--- config.mk ---
export PLATFORM = sky130hd
export DESIGN_NAME = motion_safety_interlock
export DESIGN_NICKNAME = d
export VERILOG_FILES = /design/src/design/msi_pkg.sv /design/src/design/motion_safety_interlock.sv
export VERILOG_INCLUDE_DIRS = /design/src /design/src/design
export SDC_FILE = /design/constraint.sdc
export NUM_CORES = 1
export LEC_CHECK = 0
export BUFFER_PORTS_ARGS = -buffer_cell sky130_fd_sc_hd__buf_4
export CORE_MARGIN = 3
export CORE_UTILIZATION = 45
export CTS_BUF_LIST = sky130_fd_sc_hd__clkbuf_4 sky130_fd_sc_hd__clkbuf_8
export DETAILED_ROUTE_END_ITERATION = 6
export PLACE_DENSITY = 0.66
export REMOVE_ABC_BUFFERS = 1
export SYNTH_ARGS = -nofsm -noshare
export SYNTH_HDL_FRONTEND = slang
export SYNTH_SLANG_ARGS = --single-unit
export TNS_END_PERCENT = 10
--- constraint.sdc ---
create_clock -name clk -period 6.5 [get_ports clk]
set_input_delay 0.975 -clock clk [delete_from_list [all_inputs] [get_ports clk]]
set_output_delay 0.975 -clock clk [all_outputs]
set_load 0.02 [all_outputs]
--- src/design/motion_safety_interlock_macros.svh ---
// Assertion helpers for the motion safety interlock.
`ifndef MOTION_SAFETY_INTERLOCK_MACROS_SVH
`define MOTION_SAFETY_INTERLOCK_MACROS_SVH

// Same-cycle implication, checked out of reset.
`define MSI_ASSERT_IMPLIES(label, clk, rst_n, lhs, rhs) \
	label: assert property (@(posedge clk) disable iff (!rst_n) (lhs) |-> (rhs)) \
		else $error("interlock check failed");

// Next-cycle implication, checked out of reset.
`define MSI_ASSERT_NEXT(label, clk, rst_n, lhs, rhs) \
	label: assert property (@(posedge clk) disable iff (!rst_n) (lhs) |=> (rhs)) \
		else $error("interlock sequencing check failed");

`endif

--- src/design/msi_pkg.sv ---
package msi_pkg;

	localparam int unsigned ADDR_W = 5;
	localparam int unsigned DATA_W = 32;
	localparam int unsigned LEVEL_W = 16;
	localparam int unsigned COUNT_W = 8;
	localparam int unsigned TIME_W = 32;

	localparam logic [COUNT_W-1:0] RUN_MAX = 8'd255;

	typedef enum logic [2:0] {
		CAUSE_NONE     = 3'd0,
		CAUSE_STALE    = 3'd1,
		CAUSE_IMU      = 3'd2,
		CAUSE_RANGE    = 3'd3,
		CAUSE_OBSTACLE = 3'd4,
		CAUSE_VIBE     = 3'd5
	} cause_t;

	typedef enum logic [2:0] {
		EVT_NONE          = 3'd0,
		EVT_VIBE_FAULT    = 3'd1,
		EVT_STOP          = 3'd2,
		EVT_BLOCK_CHANGED = 3'd3,
		EVT_BLOCK_CLEARED = 3'd4
	} event_t;

	typedef enum logic [2:0] {
		REG_VIBE_ENTER_LEVEL   = 3'd0,
		REG_VIBE_CLEAR_LEVEL   = 3'd1,
		REG_ENTER_SAMPLE_COUNT = 3'd2,
		REG_CLEAR_SAMPLE_COUNT = 3'd3,
		REG_STALE_LIMIT_MS     = 3'd4,
		REG_OBSTACLE_STOP_DIST = 3'd5
	} reg_index_t;

	localparam logic [LEVEL_W-1:0] VIBE_ENTER_LEVEL_RST   = 16'd512;
	localparam logic [LEVEL_W-1:0] VIBE_CLEAR_LEVEL_RST   = 16'd256;
	localparam logic [COUNT_W-1:0] ENTER_SAMPLE_COUNT_RST = 8'd3;
	localparam logic [COUNT_W-1:0] CLEAR_SAMPLE_COUNT_RST = 8'd10;
	localparam logic [LEVEL_W-1:0] STALE_LIMIT_MS_RST     = 16'd500;
	localparam logic [LEVEL_W-1:0] OBSTACLE_STOP_DIST_RST = 16'd150;

	// Result flags that travel with one item from the decision logic to the output register.
	typedef struct packed {
		logic   fault_cleared_evt;
		event_t event_kind;
		logic   stop_sequence;
		logic   emergency_stop;
		logic   request_safe;
		logic   request_fault;
	} result_flags_t;

	function automatic logic [COUNT_W-1:0] sat_inc(input logic [COUNT_W-1:0] v);
		return (v == RUN_MAX) ? v : v + COUNT_W'(1);
	endfunction

endpackage

--- src/design/motion_safety_interlock.sv ---
// The result passes through the input register, then the result register; the result handshake
// waits while a stalled output holds the result register.
// Throughput: one item per cycle while the output is not stalled; the decision logic is a single pass
// of compares and adds between the input register and the result register, so nothing iterates.
// Reset (arst_n low, asynchronous): configuration registers return to their documented defaults, all run
// counters, state flags, cause and event time clear, and both pipeline stages empty; result flags are not reset.
module motion_safety_interlock (
	input  logic                         clk,
	input  logic                         arst_n,
	// configuration port
	input  logic                         psel,
	input  logic                         penable,
	input  logic                         pwrite,
	input  logic [msi_pkg::ADDR_W-1:0]   paddr,
	input  logic [msi_pkg::DATA_W-1:0]   pwdata,
	output logic [msi_pkg::DATA_W-1:0]   prdata,
	output logic                         pready,
	// input channel
	input  logic                         in_valid,
	output logic                         in_stall,
	input  logic [msi_pkg::TIME_W-1:0]   now_ms,
	input  logic [msi_pkg::TIME_W-1:0]   last_update_ms,
	input  logic                         link_up,
	input  logic                         imu_good,
	input  logic                         range_good,
	input  logic [msi_pkg::LEVEL_W-1:0]  vibe_level,
	input  logic [msi_pkg::LEVEL_W-1:0]  obstacle_dist,
	input  logic                         sys_in_fault,
	input  logic                         sys_armed,
	input  logic                         motor_enabled,
	// output channel
	output logic                         out_valid,
	input  logic                         out_stall,
	output logic                         motion_blocked,
	output logic [2:0]                   block_cause,
	output logic                         fault_latched,
	output logic                         fault_cleared_evt,
	output logic [2:0]                   event_kind,
	output logic                         stop_sequence,
	output logic                         emergency_stop,
	output logic                         request_safe,
	output logic                         request_fault,
	output logic [msi_pkg::TIME_W-1:0]   last_event_ms
);
	import msi_pkg::*;

	// configuration registers
	logic [LEVEL_W-1:0] vibe_enter_level_q;
	logic [LEVEL_W-1:0] vibe_clear_level_q;
	logic [COUNT_W-1:0] enter_sample_count_q;
	logic [COUNT_W-1:0] clear_sample_count_q;
	logic [LEVEL_W-1:0] stale_limit_ms_q;
	logic [LEVEL_W-1:0] obstacle_stop_dist_q;

	reg_index_t reg_idx;
	logic       cfg_wr;

	// input stage
	logic               in_valid_s1;
	logic [TIME_W-1:0]  now_ms_s1;
	logic [TIME_W-1:0]  last_update_ms_s1;
	logic               link_up_s1;
	logic               imu_good_s1;
	logic               range_good_s1;
	logic [LEVEL_W-1:0] vibe_level_s1;
	logic [LEVEL_W-1:0] obstacle_dist_s1;
	logic               sys_in_fault_s1;
	logic               sys_armed_s1;
	logic               motor_enabled_s1;

	// interlock state
	logic               blocked_q;
	cause_t             cause_q;
	logic               fault_latch_q;
	logic               vibe_active_q;
	logic [COUNT_W-1:0] high_run_q;
	logic [COUNT_W-1:0] low_run_q;
	logic [TIME_W-1:0]  event_time_q;

	// result stage
	logic          out_valid_s2;
	result_flags_t flags_s2;

	// next-state logic
	logic               s2_load;
	logic               hi_sample;
	logic               lo_sample;
	logic [COUNT_W-1:0] high_run_a;
	logic [COUNT_W-1:0] low_run_a;
	logic [COUNT_W-1:0] high_run_d;
	logic [COUNT_W-1:0] low_run_d;
	logic               vibe_active_d;
	logic               latch_kept;
	logic               latched_in_fault;
	logic [TIME_W-1:0]  age_ms;
	logic               stale;
	cause_t             next_cause;
	logic               blocked_d;
	cause_t             cause_d;
	logic               fault_latch_d;
	logic [TIME_W-1:0]  event_time_d;
	result_flags_t      flags_d;

	// ------------------------------------------------------------------ config port
	assign pready  = 1'b1;
	assign reg_idx = reg_index_t'(paddr[ADDR_W-1:2]);
	assign cfg_wr  = psel && penable && pwrite && pready;

	always_comb begin
		case (reg_idx)
			REG_VIBE_ENTER_LEVEL:   prdata = DATA_W'(vibe_enter_level_q);
			REG_VIBE_CLEAR_LEVEL:   prdata = DATA_W'(vibe_clear_level_q);
			REG_ENTER_SAMPLE_COUNT: prdata = DATA_W'(enter_sample_count_q);
			REG_CLEAR_SAMPLE_COUNT: prdata = DATA_W'(clear_sample_count_q);
			REG_STALE_LIMIT_MS:     prdata = DATA_W'(stale_limit_ms_q);
			REG_OBSTACLE_STOP_DIST: prdata = DATA_W'(obstacle_stop_dist_q);
			default:                prdata = '0;
		endcase
	end

	always_ff @(posedge clk or negedge arst_n) begin
		if (!arst_n) begin
			vibe_enter_level_q   <= VIBE_ENTER_LEVEL_RST;
			vibe_clear_level_q   <= VIBE_CLEAR_LEVEL_RST;
			enter_sample_count_q <= ENTER_SAMPLE_COUNT_RST;
			clear_sample_count_q <= CLEAR_SAMPLE_COUNT_RST;
			stale_limit_ms_q     <= STALE_LIMIT_MS_RST;
			obstacle_stop_dist_q <= OBSTACLE_STOP_DIST_RST;
		end else if (cfg_wr) begin
			case (reg_idx)
				REG_VIBE_ENTER_LEVEL:   vibe_enter_level_q   <= pwdata[LEVEL_W-1:0];
				REG_VIBE_CLEAR_LEVEL:   vibe_clear_level_q   <= pwdata[LEVEL_W-1:0];
				REG_ENTER_SAMPLE_COUNT: enter_sample_count_q <= pwdata[COUNT_W-1:0];
				REG_CLEAR_SAMPLE_COUNT: clear_sample_count_q <= pwdata[COUNT_W-1:0];
				REG_STALE_LIMIT_MS:     stale_limit_ms_q     <= pwdata[LEVEL_W-1:0];
				REG_OBSTACLE_STOP_DIST: obstacle_stop_dist_q <= pwdata[LEVEL_W-1:0];
				default: ;
			endcase
		end
	end

	// ------------------------------------------------------------------ handshake
	assign s2_load  = in_valid_s1 && (!out_valid_s2 || !out_stall);
	assign in_stall = in_valid_s1 && !s2_load;

	always_ff @(posedge clk or negedge arst_n) begin
		if (!arst_n) begin
			in_valid_s1 <= 1'b0;
		end else if (!in_stall) begin
			in_valid_s1 <= in_valid;
		end
	end

	always_ff @(posedge clk) begin
		if (in_valid && !in_stall) begin
			now_ms_s1         <= now_ms;
			last_update_ms_s1 <= last_update_ms;
			link_up_s1        <= link_up;
			imu_good_s1       <= imu_good;
			range_good_s1     <= range_good;
			vibe_level_s1     <= vibe_level;
			obstacle_dist_s1  <= obstacle_dist;
			sys_in_fault_s1   <= sys_in_fault;
			sys_armed_s1      <= sys_armed;
			motor_enabled_s1  <= motor_enabled;
		end
	end

	// ------------------------------------------------------------------ vibration hysteresis
	assign hi_sample = vibe_level_s1 >= vibe_enter_level_q;
	assign lo_sample = vibe_level_s1 <= vibe_clear_level_q;

	always_comb begin
		high_run_a = hi_sample ? sat_inc(high_run_q) : '0;
		low_run_a  = (!hi_sample && lo_sample) ? sat_inc(low_run_q) : '0;

		high_run_d    = high_run_a;
		low_run_d     = low_run_a;
		vibe_active_d = vibe_active_q;
		if (!vibe_active_q && high_run_a >= enter_sample_count_q) begin
			vibe_active_d = 1'b1;
			low_run_d     = '0;
		end else if (vibe_active_q && low_run_a >= clear_sample_count_q) begin
			vibe_active_d = 1'b0;
			high_run_d    = '0;
		end
	end

	// ------------------------------------------------------------------ cause selection
	assign age_ms = now_ms_s1 - last_update_ms_s1;
	assign stale  = !link_up_s1 || (last_update_ms_s1 == '0) ||
		(age_ms > TIME_W'(stale_limit_ms_q));

	always_comb begin
		if (stale)
			next_cause = CAUSE_STALE;
		else if (!imu_good_s1)
			next_cause = CAUSE_IMU;
		else if (!range_good_s1)
			next_cause = CAUSE_RANGE;
		else if (vibe_active_d)
			next_cause = CAUSE_VIBE;
		else if (obstacle_dist_s1 != '0 && obstacle_dist_s1 < obstacle_stop_dist_q)
			next_cause = CAUSE_OBSTACLE;
		else
			next_cause = CAUSE_NONE;
	end

	// ------------------------------------------------------------------ block and event decision
	assign latched_in_fault = fault_latch_q && sys_in_fault_s1;
	// drop the latch once the system has left FAULT
	assign latch_kept = latched_in_fault;

	always_comb begin
		flags_d                   = '0;
		flags_d.event_kind        = EVT_NONE;
		flags_d.fault_cleared_evt = fault_latch_q && !sys_in_fault_s1;
		blocked_d                 = blocked_q;
		cause_d                   = cause_q;
		fault_latch_d             = latch_kept;
		event_time_d              = event_time_q;

		case (next_cause)
			CAUSE_VIBE: begin
				if (!latched_in_fault && cause_q != CAUSE_VIBE) begin
					flags_d.stop_sequence  = 1'b1;
					flags_d.emergency_stop = 1'b1;
					flags_d.request_fault  = 1'b1;
					flags_d.event_kind     = EVT_VIBE_FAULT;
					fault_latch_d          = 1'b1;
				end
				blocked_d    = 1'b1;
				cause_d      = CAUSE_VIBE;
				event_time_d = now_ms_s1;
			end
			CAUSE_NONE: begin
				// stay quiet when leaving a vibration block whose fault is still latched
				if (blocked_q && !(cause_q == CAUSE_VIBE && latch_kept))
					flags_d.event_kind = EVT_BLOCK_CLEARED;
				blocked_d = 1'b0;
				cause_d   = CAUSE_NONE;
			end
			default: begin
				if (cause_q != next_cause) begin
					if (!blocked_q) begin
						flags_d.stop_sequence  = 1'b1;
						flags_d.emergency_stop = sys_armed_s1 || motor_enabled_s1;
						flags_d.request_safe   = sys_armed_s1;
						flags_d.event_kind     = EVT_STOP;
					end else begin
						flags_d.event_kind = EVT_BLOCK_CHANGED;
					end
					event_time_d = now_ms_s1;
				end
				blocked_d = 1'b1;
				cause_d   = next_cause;
			end
		endcase
	end

	// ------------------------------------------------------------------ state and result registers
	always_ff @(posedge clk or negedge arst_n) begin
		if (!arst_n) begin
			blocked_q     <= 1'b0;
			cause_q       <= CAUSE_NONE;
			fault_latch_q <= 1'b0;
			vibe_active_q <= 1'b0;
			high_run_q    <= '0;
			low_run_q     <= '0;
			event_time_q  <= '0;
		end else if (s2_load) begin
			blocked_q     <= blocked_d;
			cause_q       <= cause_d;
			fault_latch_q <= fault_latch_d;
			vibe_active_q <= vibe_active_d;
			high_run_q    <= high_run_d;
			low_run_q     <= low_run_d;
			event_time_q  <= event_time_d;
		end
	end

	always_ff @(posedge clk or negedge arst_n) begin
		if (!arst_n) begin
			out_valid_s2 <= 1'b0;
		end else if (s2_load) begin
			out_valid_s2 <= 1'b1;
		end else if (!out_stall) begin
			out_valid_s2 <= 1'b0;
		end
	end

	always_ff @(posedge clk) begin
		if (s2_load)
			flags_s2 <= flags_d;
	end

	// state only moves when a new result loads, so it doubles as the held payload
	assign out_valid         = out_valid_s2;
	assign motion_blocked    = blocked_q;
	assign block_cause       = cause_q;
	assign fault_latched     = fault_latch_q;
	assign last_event_ms     = event_time_q;
	assign fault_cleared_evt = flags_s2.fault_cleared_evt;
	assign event_kind        = flags_s2.event_kind;
	assign stop_sequence     = flags_s2.stop_sequence;
	assign emergency_stop    = flags_s2.emergency_stop;
	assign request_safe      = flags_s2.request_safe;
	assign request_fault     = flags_s2.request_fault;

	// ------------------------------------------------------------------ assertions
`include "motion_safety_interlock_macros.svh"

	`MSI_ASSERT_IMPLIES(a_fault_req_consistent, clk, arst_n, out_valid && request_fault, fault_latched && motion_blocked && block_cause == CAUSE_VIBE && event_kind == EVT_VIBE_FAULT)
	`MSI_ASSERT_IMPLIES(a_unblocked_no_cause, clk, arst_n, !motion_blocked, block_cause == CAUSE_NONE)
	`MSI_ASSERT_IMPLIES(a_safe_needs_estop, clk, arst_n, out_valid && request_safe, emergency_stop && stop_sequence && event_kind == EVT_STOP)
	`MSI_ASSERT_NEXT(a_state_holds_when_stalled, clk, arst_n, out_valid && out_stall, $stable(blocked_q) && $stable(cause_q) && $stable(event_time_q))

endmodule
==> summary.md <==
| Metric | Value |
|---|---|
| Outcome | `finished, final reports clean` |
| Setup Viol. Count Final | `0` |
| Async SR Flop Fraction | `55.3%` |
| Post CTS Setup Buffer Count | `0` |
| Drc violations | `0` |
| Clk_skew | `0.0293 ns` |
| EDFF count, synth | `110` |
| Crit path max fanout | `20` |
| Final nets | `1785` |
| Grt ovf | `0` |
| Final Max Slew Viols | `0` |
| Layout cell share with drive strength beyond 1 | `26.6%` |
| Drt first-iter violations | `705` |
| Die width | `185 um` |
| HP Class | `input port to asynchronous set/reset pin` |
| CTS sink cnt | `246` |
| Die area | `34100 um^2` |
| Hold buffer count at CTS | `0` |
| Clk_lat worst skew | `0.58 ns` |
| Seq/Total Area, Yosys | `46.9%` |
| Fill cells | `2749` |
| Worst EP required | `6.94 ns` |
| Average size of a mapped cell | `10.8 um^2` |
| Share of the synthesized area in the top cell type | `23.0%` |
| Ports | `226` |
| Power Dens Cells | `282 nW/um^2` |
| Die H | `185 um` |
| CTS max path bufs | `3` |
| TritonCTS clock tree | `built` |
| Post-Place Setup Slack | `0.741 ns` |
| Via count | `10700` |
| Fin crit share | `88.6%` |
| Reg2reg start | `vibe_enter_level_q[0]$_DFFE_PN0P_` |
| Synth Flop Type | `dfrtp_1` |
| Warnings, synthesis | `0` |
| Most used cell, CP | `a21o_1` |
| Drt wl/cell | `18.2 um` |
| Cell Rows | `64` |
| Vias per std cell | `5.47` |
| Htree depth | `2` |
| Register area | `6730 um^2` |
| Crit-path max cell delay | `0.51 ns` |
| Crit path buf inv count | `3` |
| Gate Count Post-Synth | `1326` |
| Main area contributors after synthesis | `edfxtp_1, dfrtp_1, ha_1, o21ai_0, inv_1` |
| Synth area leader | `edfxtp_1` |
| Critical Path Source Type | `flop` |
| First-pass GRT wire length | `56300 um` |
| F_max | `0.174 GHz` |
| GPL Wtd Cong | `0.918` |
| Max Cap Viol | `0` |
| Syn-to-layout area delta | `18.4%` |
| Cells along the critical path | `ha_1, nand2b_1, a21o_1, a21o_1, a21o_1, a21o_1, a21o_1, a21o_1, a21oi_1, o21a_1, buf_4, nor2_1, ha_1, and2_1, o41ai_1, o21ai_0, a21oi_1, a21boi_0, inv_1, nand2b_4, a211o_1, o31a_4, buf_12, mux2_2` |
| CTS root buffer | `clkbuf_8` |
| Largest net degree at the start of global routing | `94` |
| Flops & latches, synth | `246` |
| Period minus WS final | `5.76 ns` |
| TritonCTS Buffers | `44` |
| Static Leak | `7.77 nW` |
| Final worst slack | `0.741 ns` |
| Least-Margin Pin Slew | `1.02 ns` |
| DP HPWL | `27000 um` |
| Crit path max-delay cell type | `a21oi_1` |
| Critical path depth in cells | `24` |
| Cell family with most CP delay | `compound AO/OA/AOI/OAI gates` |
| Clk slew on worst S/H paths | `0.06 ns` |
| Number of diodes | `0` |
| I/O Buffers | `190` |
| Gr usage total | `20.8%` |
| R2R cell count | `24` |
| Multi-input gate area | `6820 um^2` |
| Placeable Area | `31000 um^2` |
| TNS Setup | `0 ns` |
| RSZ-0062 raised after global routing | `false` |
| Vias in the first global route | `10700` |
| 1st-pass router iterations | `6` |
| Post-Syn Area | `14400 um^2` |
| Commonest non-fill, non-tap cells in the layout | `buf_4, inv_1, dfrtp_1, ha_1, nand2_1` |
| Post-CTS sizing | `0` |
| CP arrival | `6.20 ns` |
| Starting density of the core | `46.3%` |
| Crit path kind | `flop to flop` |
| Most common cell after layout, fill and taps aside | `buf_4` |
| Initial antenna violation count | `0` |
| Fin. Hold Viols | `0` |
| Drt total wl | `35600 um` |
| Routed Antenna Nets | `0` |
| Distinct cells, synth | `92` |
| Crit path from | `vibe_enter_level_q[0]$_DFFE_PN0P_` |
| Maximum vdd drop | `0.202 mV` |
| Max_slew headroom | `32.2%` |
| Setup crit end kind | `flop` |
## sequential cells by signal, summed over array words and instances (netlist names), 3 cells and up
| name | count |
|---|---|
| block_cause | 3 |
| clear_sample_count_q | 8 |
| enter_sample_count_q | 8 |
| event_kind | 3 |
| high_run_q | 8 |
| last_event_ms | 32 |
| last_update_ms_s1 | 32 |
| low_run_q | 8 |
| now_ms_s1 | 32 |
| obstacle_dist_s1 | 16 |
| obstacle_stop_dist_q | 16 |
| stale_limit_ms_q | 16 |
| vibe_clear_level_q | 16 |
| vibe_enter_level_q | 16 |
| vibe_level_s1 | 16 |
## Yosys cell counts (29+ instances only)
library cell    n
inv_1         128
dfrtp_1       120
ha_1          112
nand2_1       111
edfxtp_1      110
o21ai_0       100
a21oi_1        66
nor2_1         66
mux2_2         39
mux2_4         31
clkbuf_1       30
a21o_1         29
## area by class of cell
type	instances	area share [%]
clock buffers	64	4.78
multi-input cells	908	40.1
flip-flops and latches	246	39.6
well taps	396	2.92
inverters	128	2.83
repair buffers	198	8.85
clock inverters	18	0.891
## metrics by stage
step | power [mW] | instance area [um^2] | hold WS [ns] | cells | utilization [%]
after CTS | 4.85 | 17000 | 0.496 | 1958 | 54.8
after global placement | 3.23 | 16000 | 0.469 | 1876 | 51.7
final | 4.80 | 17000 | 0.476 | 1958 | 54.8
after global routing | 5.08 | 17000 | 0.527 | 1958 | 54.8
after detailed placement | 3.27 | 16000 | 0.491 | 1876 | 51.7
after floorplan | 2.82 | 14000 | 0.457 | 1282 | -
## power breakdown
| group | total, mW | internal (mW) | switching (mW) | leakage, nW |
|---|---|---|---|---|
| Clock | 1.55 | 0.891 | 0.661 | 0.519 |
| Sequential | 2.01 | 1.86 | 0.147 | 2.71 |
| Combinational | 1.23 | 0.550 | 0.683 | 4.54 |
| Total | 4.80 | 3.31 | 1.49 | 7.77 |
## logic make-up after synthesis
| kind of cell | share of synthesized area (%) |
|---|---|
| AND/OR/NAND/NOR | 12.7 |
| XOR/XNOR | 1.28 |
| buffers and inverters | 6.06 |
| other | 0.0523 |
| adder cells (fa/ha/maj) | 9.90 |
| multiplexers | 9.37 |
| AO/OA/AOI/OAI | 13.8 |
| flip-flops | 46.9 |
## metal layers
layer  track usage (%)  up-vias  share of wire, %
li1                  -     5185                 -
met1              28.1     5132                44
met2              34.5      329                48
met3              4.09       69               6.2
met4              5.35        0               2.1
met5                 0        -                 0
## final timing paths
kind / slack, ns / endpoint
setup / recovery: 0.74 / last_event_ms[1]$_DFFE_PN0P_
hold / removal: 0.48 / vibe_clear_level_q[9]$_DFFE_PN0P_
setup reg to reg: 0.74 / last_event_ms[1]$_DFFE_PN0P_
hold reg to reg: 0.51 / out_valid$_DFFE_PN0P_
max in group asynchronous: 4.89 / last_event_ms[19]$_DFFE_PN0P_
min in group clk: 0.51 / out_valid$_DFFE_PN0P_
Note: power is estimated with default switching activity, not from simulation.
